**config.mk**
```make
export PLATFORM = sky130hd
export DESIGN_NAME = pixel_point_operations_top
export DESIGN_NICKNAME = d
export VERILOG_FILES = /design/src/hw/rtl/ppo_pkg.sv /design/src/hw/rtl/ppo_lane.sv /design/src/hw/rtl/ppo_out_buf.sv /design/src/hw/rtl/pixel_point_operations_top.sv
export SDC_FILE = /design/constraint.sdc
export NUM_CORES = 2
export LEC_CHECK = 0
export BUFFER_PORTS_ARGS = -buffer_cell sky130_fd_sc_hd__clkbuf_2
export CAP_MARGIN = 20
export CORE_MARGIN = 1.5
export CORE_UTILIZATION = 30
export DETAILED_ROUTE_END_ITERATION = 10
export GPL_TIMING_DRIVEN = 0
export PLACE_DENSITY = 0.51
export SYNTH_ARGS = -nofsm -noshare
export SYNTH_HDL_FRONTEND = slang
export SYNTH_SLANG_ARGS = --single-unit
export TNS_END_PERCENT = 20
```
**constraint.sdc**
```tcl
create_clock -name aclk -period 14.18 [get_ports aclk]
set_input_delay 2.836 -clock aclk [delete_from_list [all_inputs] [get_ports aclk]]
set_output_delay 2.836 -clock aclk [all_outputs]
set_load 0.02 [all_outputs]
```
**src/hw/rtl/ppo_pkg.sv**
```systemverilog
// Shared types and constants for the pixel point operation block.
// Holds the operation codes, register indexes and the configuration struct.
// No dependencies.
`timescale 1ns / 1ps

package ppo_pkg;

    // Field widths fixed by the pixel stream format
    localparam int FIELD_BITS  = 8;
    localparam int NUM_CHANNEL = 3;
    localparam int TDATA_BITS  = FIELD_BITS * NUM_CHANNEL;

    // Register widths
    localparam int MODE_BITS   = 2;
    localparam int OFFSET_BITS = 9;
    localparam int LOW_BITS    = 11;
    localparam int GAIN_BITS   = 16;
    localparam int CFG_ADDR_BITS = 2;
    localparam int CFG_DATA_BITS = 16;

    // Operation codes
    localparam logic [MODE_BITS-1:0] MODE_NEGATIVE   = 2'd0;
    localparam logic [MODE_BITS-1:0] MODE_BRIGHTNESS = 2'd1;
    localparam logic [MODE_BITS-1:0] MODE_CONTRAST   = 2'd2;

    // Register indexes
    localparam logic [CFG_ADDR_BITS-1:0] REG_MODE   = 2'd0;
    localparam logic [CFG_ADDR_BITS-1:0] REG_OFFSET = 2'd1;
    localparam logic [CFG_ADDR_BITS-1:0] REG_LOW    = 2'd2;
    localparam logic [CFG_ADDR_BITS-1:0] REG_GAIN   = 2'd3;

    // Reset value of the gain: 1.0 in Q8.8
    localparam logic [GAIN_BITS-1:0] GAIN_RESET = 16'd256;

    // Settings handed from the register file to every lane
    typedef struct packed {
        logic        [MODE_BITS-1:0]   mode;
        logic signed [OFFSET_BITS-1:0] offset;
        logic signed [LOW_BITS-1:0]    low;
        logic        [GAIN_BITS-1:0]   gain;
    } ppo_cfg_t;

endpackage

```
**src/hw/rtl/ppo_lane.sv**
```systemverilog
// One channel lane: negative, brightness or contrast stretch on one channel.
// Depends on ppo_pkg for the mode codes and the configuration struct.
`timescale 1ns / 1ps

module ppo_lane import ppo_pkg::*; #(
    parameter int CHANNEL_BITS = 8
) (
    input  ppo_cfg_t              cfg,
    input  logic [FIELD_BITS-1:0] chan_in,
    output logic [FIELD_BITS-1:0] chan_out
);

    localparam int XW = (CHANNEL_BITS > FIELD_BITS) ? CHANNEL_BITS : FIELD_BITS;
    localparam int BW = ((CHANNEL_BITS > OFFSET_BITS) ? CHANNEL_BITS : OFFSET_BITS) + 2;
    localparam int DW = ((CHANNEL_BITS > LOW_BITS) ? CHANNEL_BITS : LOW_BITS) + 2;
    localparam int PW = DW + GAIN_BITS + 1;

    localparam logic signed [BW-1:0] MAX_B = {{(BW-CHANNEL_BITS){1'b0}}, {CHANNEL_BITS{1'b1}}};
    localparam logic signed [PW-1:0] MAX_P = {{(PW-CHANNEL_BITS){1'b0}}, {CHANNEL_BITS{1'b1}}};

    logic [XW-1:0]           in_ext;
    logic [CHANNEL_BITS-1:0] c;
    logic signed [BW-1:0]    bright_sum;
    logic [CHANNEL_BITS-1:0] bright_res;
    logic signed [DW-1:0]    diff;
    logic signed [PW-1:0]    prod;
    logic signed [PW-1:0]    prod_shr;
    logic [CHANNEL_BITS-1:0] contrast_res;
    logic [CHANNEL_BITS-1:0] result;
    logic [XW-1:0]           result_ext;

    // Keep the low channel bits of the input field
    assign in_ext = XW'(chan_in);
    assign c      = in_ext[CHANNEL_BITS-1:0];

    // Brightness: add the offset and clamp
    assign bright_sum = $signed({{(BW-CHANNEL_BITS){1'b0}}, c})
                      + $signed({{(BW-OFFSET_BITS){cfg.offset[OFFSET_BITS-1]}}, cfg.offset});

    always_comb begin
        if (bright_sum < 0) begin
            bright_res = '0;
        end else if (bright_sum > MAX_B) begin
            bright_res = '1;
        end else begin
            bright_res = bright_sum[CHANNEL_BITS-1:0];
        end
    end

    // Contrast: subtract the low level, scale by the Q8.8 gain, truncate and clamp
    assign diff = $signed({{(DW-CHANNEL_BITS){1'b0}}, c})
                - $signed({{(DW-LOW_BITS){cfg.low[LOW_BITS-1]}}, cfg.low});
    assign prod = $signed({{(PW-DW){diff[DW-1]}}, diff})
                * $signed({{(PW-GAIN_BITS){1'b0}}, cfg.gain});
    assign prod_shr = prod >>> 8;

    always_comb begin
        if (prod < 0) begin
            contrast_res = '0;
        end else if (prod_shr > MAX_P) begin
            contrast_res = '1;
        end else begin
            contrast_res = prod_shr[CHANNEL_BITS-1:0];
        end
    end

    // Select the operation; the unused code passes the channel through
    always_comb begin
        case (cfg.mode)
            MODE_NEGATIVE:   result = ~c;
            MODE_BRIGHTNESS: result = bright_res;
            MODE_CONTRAST:   result = contrast_res;
            default:         result = c;
        endcase
    end

    // Fit the result back into the output field
    assign result_ext = XW'(result);
    assign chan_out   = result_ext[FIELD_BITS-1:0];

endmodule

```
**src/hw/rtl/ppo_out_buf.sv**
```systemverilog
// Output register with a skid stage that buffers the packed lane results as one item.
// Depends on ppo_pkg for the packed item width.
`timescale 1ns / 1ps

module ppo_out_buf import ppo_pkg::*; (
    input  logic                  aclk,
    input  logic                  aresetn,
    input  logic                  in_valid,
    output logic                  in_ready,
    input  logic [TDATA_BITS-1:0] in_data,
    output logic                  out_valid,
    input  logic                  out_ready,
    output logic [TDATA_BITS-1:0] out_data
);

    logic                  main_valid_reg;
    logic [TDATA_BITS-1:0] main_data_reg;
    logic                  skid_valid_reg;
    logic [TDATA_BITS-1:0] skid_data_reg;
    logic                  in_acc;
    logic                  out_free;

    assign in_ready  = !skid_valid_reg;
    assign in_acc    = in_valid && in_ready;
    assign out_free  = !main_valid_reg || out_ready;
    assign out_valid = main_valid_reg;
    assign out_data  = main_data_reg;

    // Advance the output register, park an item in the skid stage on a stall
    always_ff @(posedge aclk) begin
        if (!aresetn) begin
            main_valid_reg <= 1'b0;
            skid_valid_reg <= 1'b0;
        end else if (out_free) begin
            if (skid_valid_reg) begin
                main_valid_reg <= 1'b1;
                skid_valid_reg <= 1'b0;
            end else begin
                main_valid_reg <= in_acc;
            end
        end else if (in_acc) begin
            skid_valid_reg <= 1'b1;
        end
    end

    // Payload moves without reset
    always_ff @(posedge aclk) begin
        if (out_free) begin
            if (skid_valid_reg) begin
                main_data_reg <= skid_data_reg;
            end else if (in_acc) begin
                main_data_reg <= in_data;
            end
        end else if (in_acc) begin
            skid_data_reg <= in_data;
        end
    end

    // A parked item always sits behind a held output item
    a_skid_behind_main: assert property (@(posedge aclk) disable iff (!aresetn)
        skid_valid_reg |-> main_valid_reg)
        else $error("skid stage holds an item while the output register is empty");

    // A parked item moves to the output next
    a_skid_to_main: assert property (@(posedge aclk) disable iff (!aresetn)
        skid_valid_reg && out_ready |=> main_data_reg == $past(skid_data_reg))
        else $error("skid item not forwarded to the output register");

    // An item taken during a stall is parked, not dropped
    a_stall_park: assert property (@(posedge aclk) disable iff (!aresetn)
        main_valid_reg && !out_ready && in_acc |=> skid_valid_reg)
        else $error("item accepted during a stall was lost");

    // Reset empties both stages
    a_reset_empty: assert property (@(posedge aclk)
        !aresetn |=> !main_valid_reg && !skid_valid_reg)
        else $error("buffer not empty after reset");

endmodule

```
**src/hw/rtl/pixel_point_operations_top.sv**
```systemverilog
// Pixel point operation block: per-channel negative, brightness, contrast.
// Uses ppo_pkg, ppo_lane (one per channel) and ppo_out_buf.
//
// Usage:
//   Input stream s_axis_*: one RGB pixel per item, tdata = {red, green, blue}
//   with blue in bits 7:0. Output stream m_axis_*: the transformed pixel in
//   the same layout.
//   Configuration: cfg_we writes cfg_wdata into register cfg_addr
//   (0 mode, 1 brightness offset, 2 contrast low level, 3 contrast gain Q8.8).
//   Write only while no pixel is in flight.
// Timing:
//   Three lanes work on the three channels in the same cycle; the result is
//   registered in the output register, or parked in the skid stage on a stall.
//   Throughput is one pixel per clock unless stalled; the lanes are combinational.
// Reset:
//   aresetn (synchronous, low) empties the output stages and loads the
//   registers with mode negative, offset 0, low level 0, gain 1.0.
// Stall:
//   When m_axis_tready is low the output holds and one more pixel is parked
//   in a skid stage; s_axis_tready then drops until the stall clears.
`timescale 1ns / 1ps

module pixel_point_operations_top import ppo_pkg::*; #(
    parameter int CHANNEL_BITS = 8
) (
    input  logic                     aclk,
    input  logic                     aresetn,
    // Configuration write port
    input  logic                     cfg_we,
    input  logic [CFG_ADDR_BITS-1:0] cfg_addr,
    input  logic [CFG_DATA_BITS-1:0] cfg_wdata,
    // Input pixel stream
    input  logic                     s_axis_tvalid,
    output logic                     s_axis_tready,
    input  logic [TDATA_BITS-1:0]    s_axis_tdata,  // blue_in, green_in, red_in
    // Output pixel stream
    output logic                     m_axis_tvalid,
    input  logic                     m_axis_tready,
    output logic [TDATA_BITS-1:0]    m_axis_tdata   // blue_out, green_out, red_out
);

    logic        [MODE_BITS-1:0]   mode_reg;
    logic signed [OFFSET_BITS-1:0] offset_reg;
    logic signed [LOW_BITS-1:0]    low_reg;
    logic        [GAIN_BITS-1:0]   gain_reg;
    ppo_cfg_t                      cfg;
    logic [TDATA_BITS-1:0]         lane_data;

    // Register file
    always_ff @(posedge aclk) begin
        if (!aresetn) begin
            mode_reg   <= MODE_NEGATIVE;
            offset_reg <= '0;
            low_reg    <= '0;
            gain_reg   <= GAIN_RESET;
        end else if (cfg_we) begin
            unique case (cfg_addr)
                REG_MODE:   mode_reg   <= cfg_wdata[MODE_BITS-1:0];
                REG_OFFSET: offset_reg <= cfg_wdata[OFFSET_BITS-1:0];
                REG_LOW:    low_reg    <= cfg_wdata[LOW_BITS-1:0];
                REG_GAIN:   gain_reg   <= cfg_wdata[GAIN_BITS-1:0];
                default: ;
            endcase
        end
    end

    assign cfg.mode   = mode_reg;
    assign cfg.offset = offset_reg;
    assign cfg.low    = low_reg;
    assign cfg.gain   = gain_reg;

    // One lane per color channel
    for (genvar i = 0; i < NUM_CHANNEL; i++) begin : g_lane
        ppo_lane #(
            .CHANNEL_BITS(CHANNEL_BITS)
        ) u_lane (
            .cfg     (cfg),
            .chan_in (s_axis_tdata[i*FIELD_BITS +: FIELD_BITS]),
            .chan_out(lane_data[i*FIELD_BITS +: FIELD_BITS])
        );
    end

    // Merge the lane results into one output item
    ppo_out_buf u_out_buf (
        .aclk     (aclk),
        .aresetn  (aresetn),
        .in_valid (s_axis_tvalid),
        .in_ready (s_axis_tready),
        .in_data  (lane_data),
        .out_valid(m_axis_tvalid),
        .out_ready(m_axis_tready),
        .out_data (m_axis_tdata)
    );

endmodule
```
; After elaboration in Yosys (flattened, before gate mapping)
; Cells that the tools add are included.
[totals]
ff_bits = 88
input_bits = 47
output_inout_bits = 26
word_cells = 71
[op_classes]
addsub = 6
multipliers = 3
magnitude_cmp = 12
n_eq_ne = 5
muxes = 18
bitwise = 5
n_reduce_logical = 14
[ops]
columns = op, n
row1 = 8-bit 2-to-1 mux, 12
row2 = "30-bit by 1-bit < comparator with 1-bit output, second input constant", 3
row3 = 12-bit by 17-bit multiplier with 29-bit output, 3
row4 = 8-bit one-hot mux with 3 select lines, 3
row5 = "22-bit by 9-bit greater-than comparator with 1-bit output, second input constant", 3
row6 = 24-bit 2-to-1 mux, 2
row7 = 9-bit by 11-bit subtractor with 12-bit output, 3
row8 = 9-bit by 9-bit adder with 10-bit output, 3
row9 = "10-bit by 9-bit greater-than comparator with 1-bit output, second input constant", 3
row10 = "10-bit by 1-bit < comparator with 1-bit output, second input constant", 3
row11 = 8-bit inverter, 3
row12 = 2-bit AND reduction, 6
row13 = "2-bit == test, second input constant", 3
row14 = "2-bit by 1-bit == test with 1-bit output, second input constant", 2
row15 = 2-bit logical NOT, 2
row16 = 1-bit logical NOT, 2
row17 = 1-bit inverter, 2
row18 = 2-bit nonzero test, 1
row19 = 2-bit OR reduction, 1
row20 = 1-bit logical AND, 1
row21 = 1-bit logical OR, 1
row22 = 1-bit 2-to-1 mux, 1

; Logic depth before layout (Yosys ltp)
[logic_depth]
word_depth = 8
depth_mapped = 35
mapped_depth_nobuf = 32

; Modules after synthesis
; From an unflattened synthesis, not the netlist that was laid out.
[hier_totals]
hier_cells = 3166
area_unflattened_um2 = 26848.2
[by_module_without_submodules]
columns = module, n_inst, cells_each, area_per_inst_um2, seq_area_each_um2
row1 = ppo_lane at g_lane[2].u_lane, 1, 1003, 8055.2, 0.0
row2 = ppo_lane at g_lane[0].u_lane, 1, 962, 7781.2, 0.0
row3 = ppo_lane at g_lane[1].u_lane, 1, 971, 7654.8, 0.0
row4 = ppo_out_buf, 1, 84, 1914.3, 1481.4
row5 = pixel_point_operations_top, 1, 146, 1442.6, 760.7

; Worst setup path after synthesis
; OpenSTA, ideal clock, no wires.
[synth_timing]
kind = in2reg
start = in s_axis_tdata[0]
end = reg u_out_buf.main_data_reg[0], in the netlist u_out_buf.out_data[0] (data pin)
setup_time_ns = 0.271
arrival_ns = 10.397
required_ns = 13.909
path_slack_ns = 3.513
path_stages = 33
cell_sequence = inv_1 > ha_1 > inv_1 > fa_1 > a21o_1 > a21oi_1 > o21ai_0 > a21oi_1 > o21bai_1 > a21oi_1 > nor2_1 > xnor2_1 > clkbuf_1 > nand2_1 > fa_1 > fa_1 > inv_1 > fa_1 > fa_1 > inv_1 > fa_1 > inv_1 > ha_1 > buf_6 > a2111o_1 > o2111ai_2 > nand2_1 > or2_2 > or3_1 > a211o_1 > a2111o_1 > nor4_1 > o21ai_0
[synth_between]
elab_chain_cells = 8
elab_cells_between_ends = 15
cone_classes = add/sub (2) / mul (1) / order compare (4) / mux (7) / bitwise (1)
[synth_lines]
columns = item, line
row1 = start: declaration, pixel_point_operations_top.sv:35  ; input logic [TDATA_BITS-1:0] s_axis_tdata,
row2 = 9-bit by 11-bit subtractor with 12-bit output, ppo_lane.sv:52  ; - $signed({{(DW-LOW_BITS){cfg.low[LOW_BITS-1]}}, cfg.low});
row3 = 12-bit by 17-bit multiplier with 29-bit output, ppo_lane.sv:54  ; * $signed({{(PW-GAIN_BITS){1'b0}}, cfg.gain});
row4 = 22-bit by 9-bit greater-than comparator with 1-bit output, ppo_lane.sv:60  ; end else if (prod_shr > MAX_P) begin
row5 = 8-bit 2-to-1 mux, ppo_lane.sv:60
row6 = 8-bit 2-to-1 mux, ppo_lane.sv:58  ; if (prod < 0) begin
row7 = 8-bit one-hot mux with 3 select lines (*), ppo_lane.sv:69  ; case (cfg.mode)
row8 = 24-bit 2-to-1 mux (*), ppo_out_buf.sv:51  ; end else if (in_acc) begin
row9 = 24-bit 2-to-1 mux (*), ppo_out_buf.sv:49  ; if (skid_valid_reg) begin
row10 = end signal: assignment, ppo_out_buf.sv:50  ; main_data_reg <= skid_data_reg;
row11 = end signal: assignment, ppo_out_buf.sv:52  ; main_data_reg <= in_data;
row12 = end: declaration, ppo_out_buf.sv:17  ; logic [TDATA_BITS-1:0] main_data_reg;
; Every way passes the cells marked *; elsewhere a longest branch is shown, timed or not. The select of a mux whose other input is x is not followed.
; A chain may end at the register's enable or synchronous reset.

; Worst setup path in the final report
[layout_timing]
start = in s_axis_tdata[16]
end = reg u_out_buf.main_data_reg[19], in the netlist u_out_buf.out_data[19] (data pin)
; Same word-level chain as after synthesis.

==> metrics.yaml <==
status: "finished, final reports clean"
grt_antenna_before_repair: 3
synth_common_cells: "inv_1 (625), nand2_1 (430), fa_1 (423), ha_1 (291), and2_1 (147)"
cell_occurring_most_often_along_the_worst_timing_path: "fa_1"
final_min_period_over_clock_period: 0.8734
setup_repair_after_global_routing_missed_its_margin: "no"
site_row_count: 109
htree_num_levels: 3
worst_clock_skew_ns: 0.01037
synth.net_count: 3919
synth-async-reset-ratio: 0
die_width_um: 300.8
final_nets: 4008
largest_net_degree_at_the_start_of_global_routing: 17
path_depth: 32
finalSetupViolations: 0
use_met2: 0.3168
setup.worst_path.class: "input port to register"
drc: 0
grt_overflow_total: 0
leading_cell_type_by_number_of_instances_after_synthesis: "inv_1"
clkSlewWorstSetupHoldPaths_ns: 0.07
synth_top_cell_area_share: 0.3183
die_area_um2: 90480
power_density_normalized_to_cell_area_nw_per_um2: 88.52
cts_max_path_buffers: 2
synth_cell_type_count: 85
globalRouteTotalUtil: 0.1996
fill_cells: 9506
count_of_synthesis_stage_warnings_from_yosys: 0
grt_first_pass_wirelength_um: 136400
grt_pass1_vias: 22034
post_cts.resized_instances: 0
crit-reg2reg-capture: "u_out_buf.out_data[19]$_DFFE_PP_"
groute.layer.met1.usage: 0.2801
static-leakage-power_nw: 13.77
crit_path_top_delay_cell: "a2111oi_0"
seq_area_um2: 2242
dominantRegCellSynth: "edfxtp_1"
antenna_violating_nets_post_route: 0
multi_input_comb_area_um2: 21420
detail_route.wl_per_cell_um: 20.20
clk_root_buffer_cell: "clkbuf_16"
post-synth-top-area-cell: "fa_1"
holdBufCountCts: 0
worst_path_dominant_cell_family: "compound AO/OA/AOI/OAI gates"
synth-seq-area-share: 0.08428
ir_worst_vdd_mv: 0.07749
die_h_um: 300.8
gpl.final_weighted_congestion: 0.9378
finalWirelength_um: 89250
critical_path_required_ns: 14.26
worst_hold_startpoint: "low_reg[1]$_SDFFE_PN0P_"
fin_util: 0.3271
fmax_ghz: 0.08074
numPortBuffers: 71
synthCells: 3158
post_synthesis_area_per_instance_um2: 8.424
drv_slew: 0
timing_worst_slew_pin_value_ns: 1.198
critPathMaxStageDelay_ns: 0.90
timing_hold_violations_final: 0
synthToLayoutAreaGrowth_pct: 8.324
dpl-instance-area_um2: 28510
cp.arrival_ns: 12.47
post_synth_main_area_contributors: "fa_1 (32%), ha_1 (14%), inv_1 (8.8%), nand2_1 (6.1%), edfxtp_1 (5.4%)"
crit_buf_inv: 7
tritoncts: "built"
postLayoutCellArea_um2: 28820
holdPathEnd: "low_reg[1]$_SDFFE_PN0P_"
worst-path-max-fanout: 10
min_delay_path_depth: 2
via_count: 22166
drive_above_1_share: 0.04643
drt_iter0_drc: 1651
route.detailed.vias_per_inst: 5.016
cts.repair_timing.setup_buffer_count: 0
worst_skew_pair.late_latency_ns: 0.37
synth_edf_count: 48
max-slew-margin-rel: 0.1985
drt_first_pass_iters: 5
synthesis.area_um2: 26600
top_ports: 73
gr-max-usage-layer: "met2"
cp-end-kind: "register"
hpwl_um: 75290
timing.setup.tns_ns: 0
clock_sink_count: 88
kind_of_start_point_of_the_critical_path: "input port"
type_of_the_worst_min_delay_path: "register to register"
worst_r2r_path_depth: 30
regToRegSetupSlack_ns: 3.94
ys_ff_latch: 88
cap_viol_max_count: 0
global_route.usage.met3: 0.03045
cts_made_buffers: 9
timing.rr.start: "low_reg[0]$_SDFFE_PN0P_"
period_needed_ns: 12.38
core_area_um2: 88100
floorplan.initialDensity: 0.3020
-- final cells by class --
class / instances / area share
Clock inverter: 7 / 0.002692
Buffer: 147 / 0.02084
Clock buffer: 9 / 0.007815
Antenna cell: 2 / 0.0001737
Sequential cell: 88 / 0.07780
Tap cell: 1165 / 0.05058
Inverter: 625 / 0.08140
Multi-Input combinational cell: 2298 / 0.7433
Timing Repair Buffer: 78 / 0.01541
-- logic make-up after synthesis --
family          Yosys count  synth area share
buf+inv                 772            0.1108
simple gates            962            0.1743
xor+xnor                 78           0.02568
flops                    88           0.08428
compound gates          466            0.1204
mux                      78           0.02949
fa+ha+maj               714            0.4552
-- worst max-delay path by stage --
stage / startpoint / slack, ns / endpoint
after CTS: s_axis_tdata[16] / 2.00 / u_out_buf.out_data[19]$_DFFE_PP_
after detailed placement: s_axis_tdata[16] / 1.62 / u_out_buf.out_data[19]$_DFFE_PP_
after floorplan: s_axis_tdata[0] / 3.51 / u_out_buf.out_data[0]$_DFFE_PP_
final: s_axis_tdata[16] / 1.80 / u_out_buf.out_data[19]$_DFFE_PP_
after global placement: s_axis_tdata[0] / 0.84 / u_out_buf.out_data[0]$_DFFE_PP_
after global routing: s_axis_tdata[16] / 1.16 / u_out_buf.out_data[19]$_DFFE_PP_
-- cells in the final DEF (no fill, tap or decap), types with 71 or more instances in the layout --
cell,count
ha_1,291
o21ai_0,102
clkbuf_1,129
mux2i_1,75
inv_1,625
and2_1,147
a21oi_1,100
nand2_1,430
clkbuf_2,71
fa_1,423
nor2_1,110
-- worst reg2reg max path: cells and delay by family, from the launching register on --
family          cells  cell delay, ns
compound gates     12            3.65
xor+xnor            1            0.62
fa+ha+maj           8            3.53
buf+inv             5            0.80
flops               1            0.47
simple gates        4            0.89
-- per-layer routing --
layer / up-vias / wire length (um)
li1: 10261 / -
met1: 11114 / 40440
met2: 667 / 39930
met3: 120 / 6060
met4: 4 / 2789
met5: - / 34
-- power breakdown --
part / internal [mW] / total (mW) / switching (mW)
clock network: 0.139 / 0.258 / 0.119
registers: 0.285 / 0.293 / 0.00819
logic: 0.700 / 2.00 / 1.30
total: 1.12 / 2.55 / 1.43
-- stage by stage --
stage | std cells | power, mW | hold WS, ns | setup WS [ns]
final | 4419 | 2.551 | 0.5366 | 1.795
after global routing | 4417 | 2.790 | 0.5684 | 1.160
after floorplan | 3158 | 1.652 | 0.4798 | 3.513
after CTS | 4416 | 2.531 | 0.5270 | 1.996
after global placement | 4394 | 2.271 | 0.4972 | 0.8357
after detailed placement | 4400 | 2.259 | 0.5075 | 1.619
(Power assumes the default switching activity.)
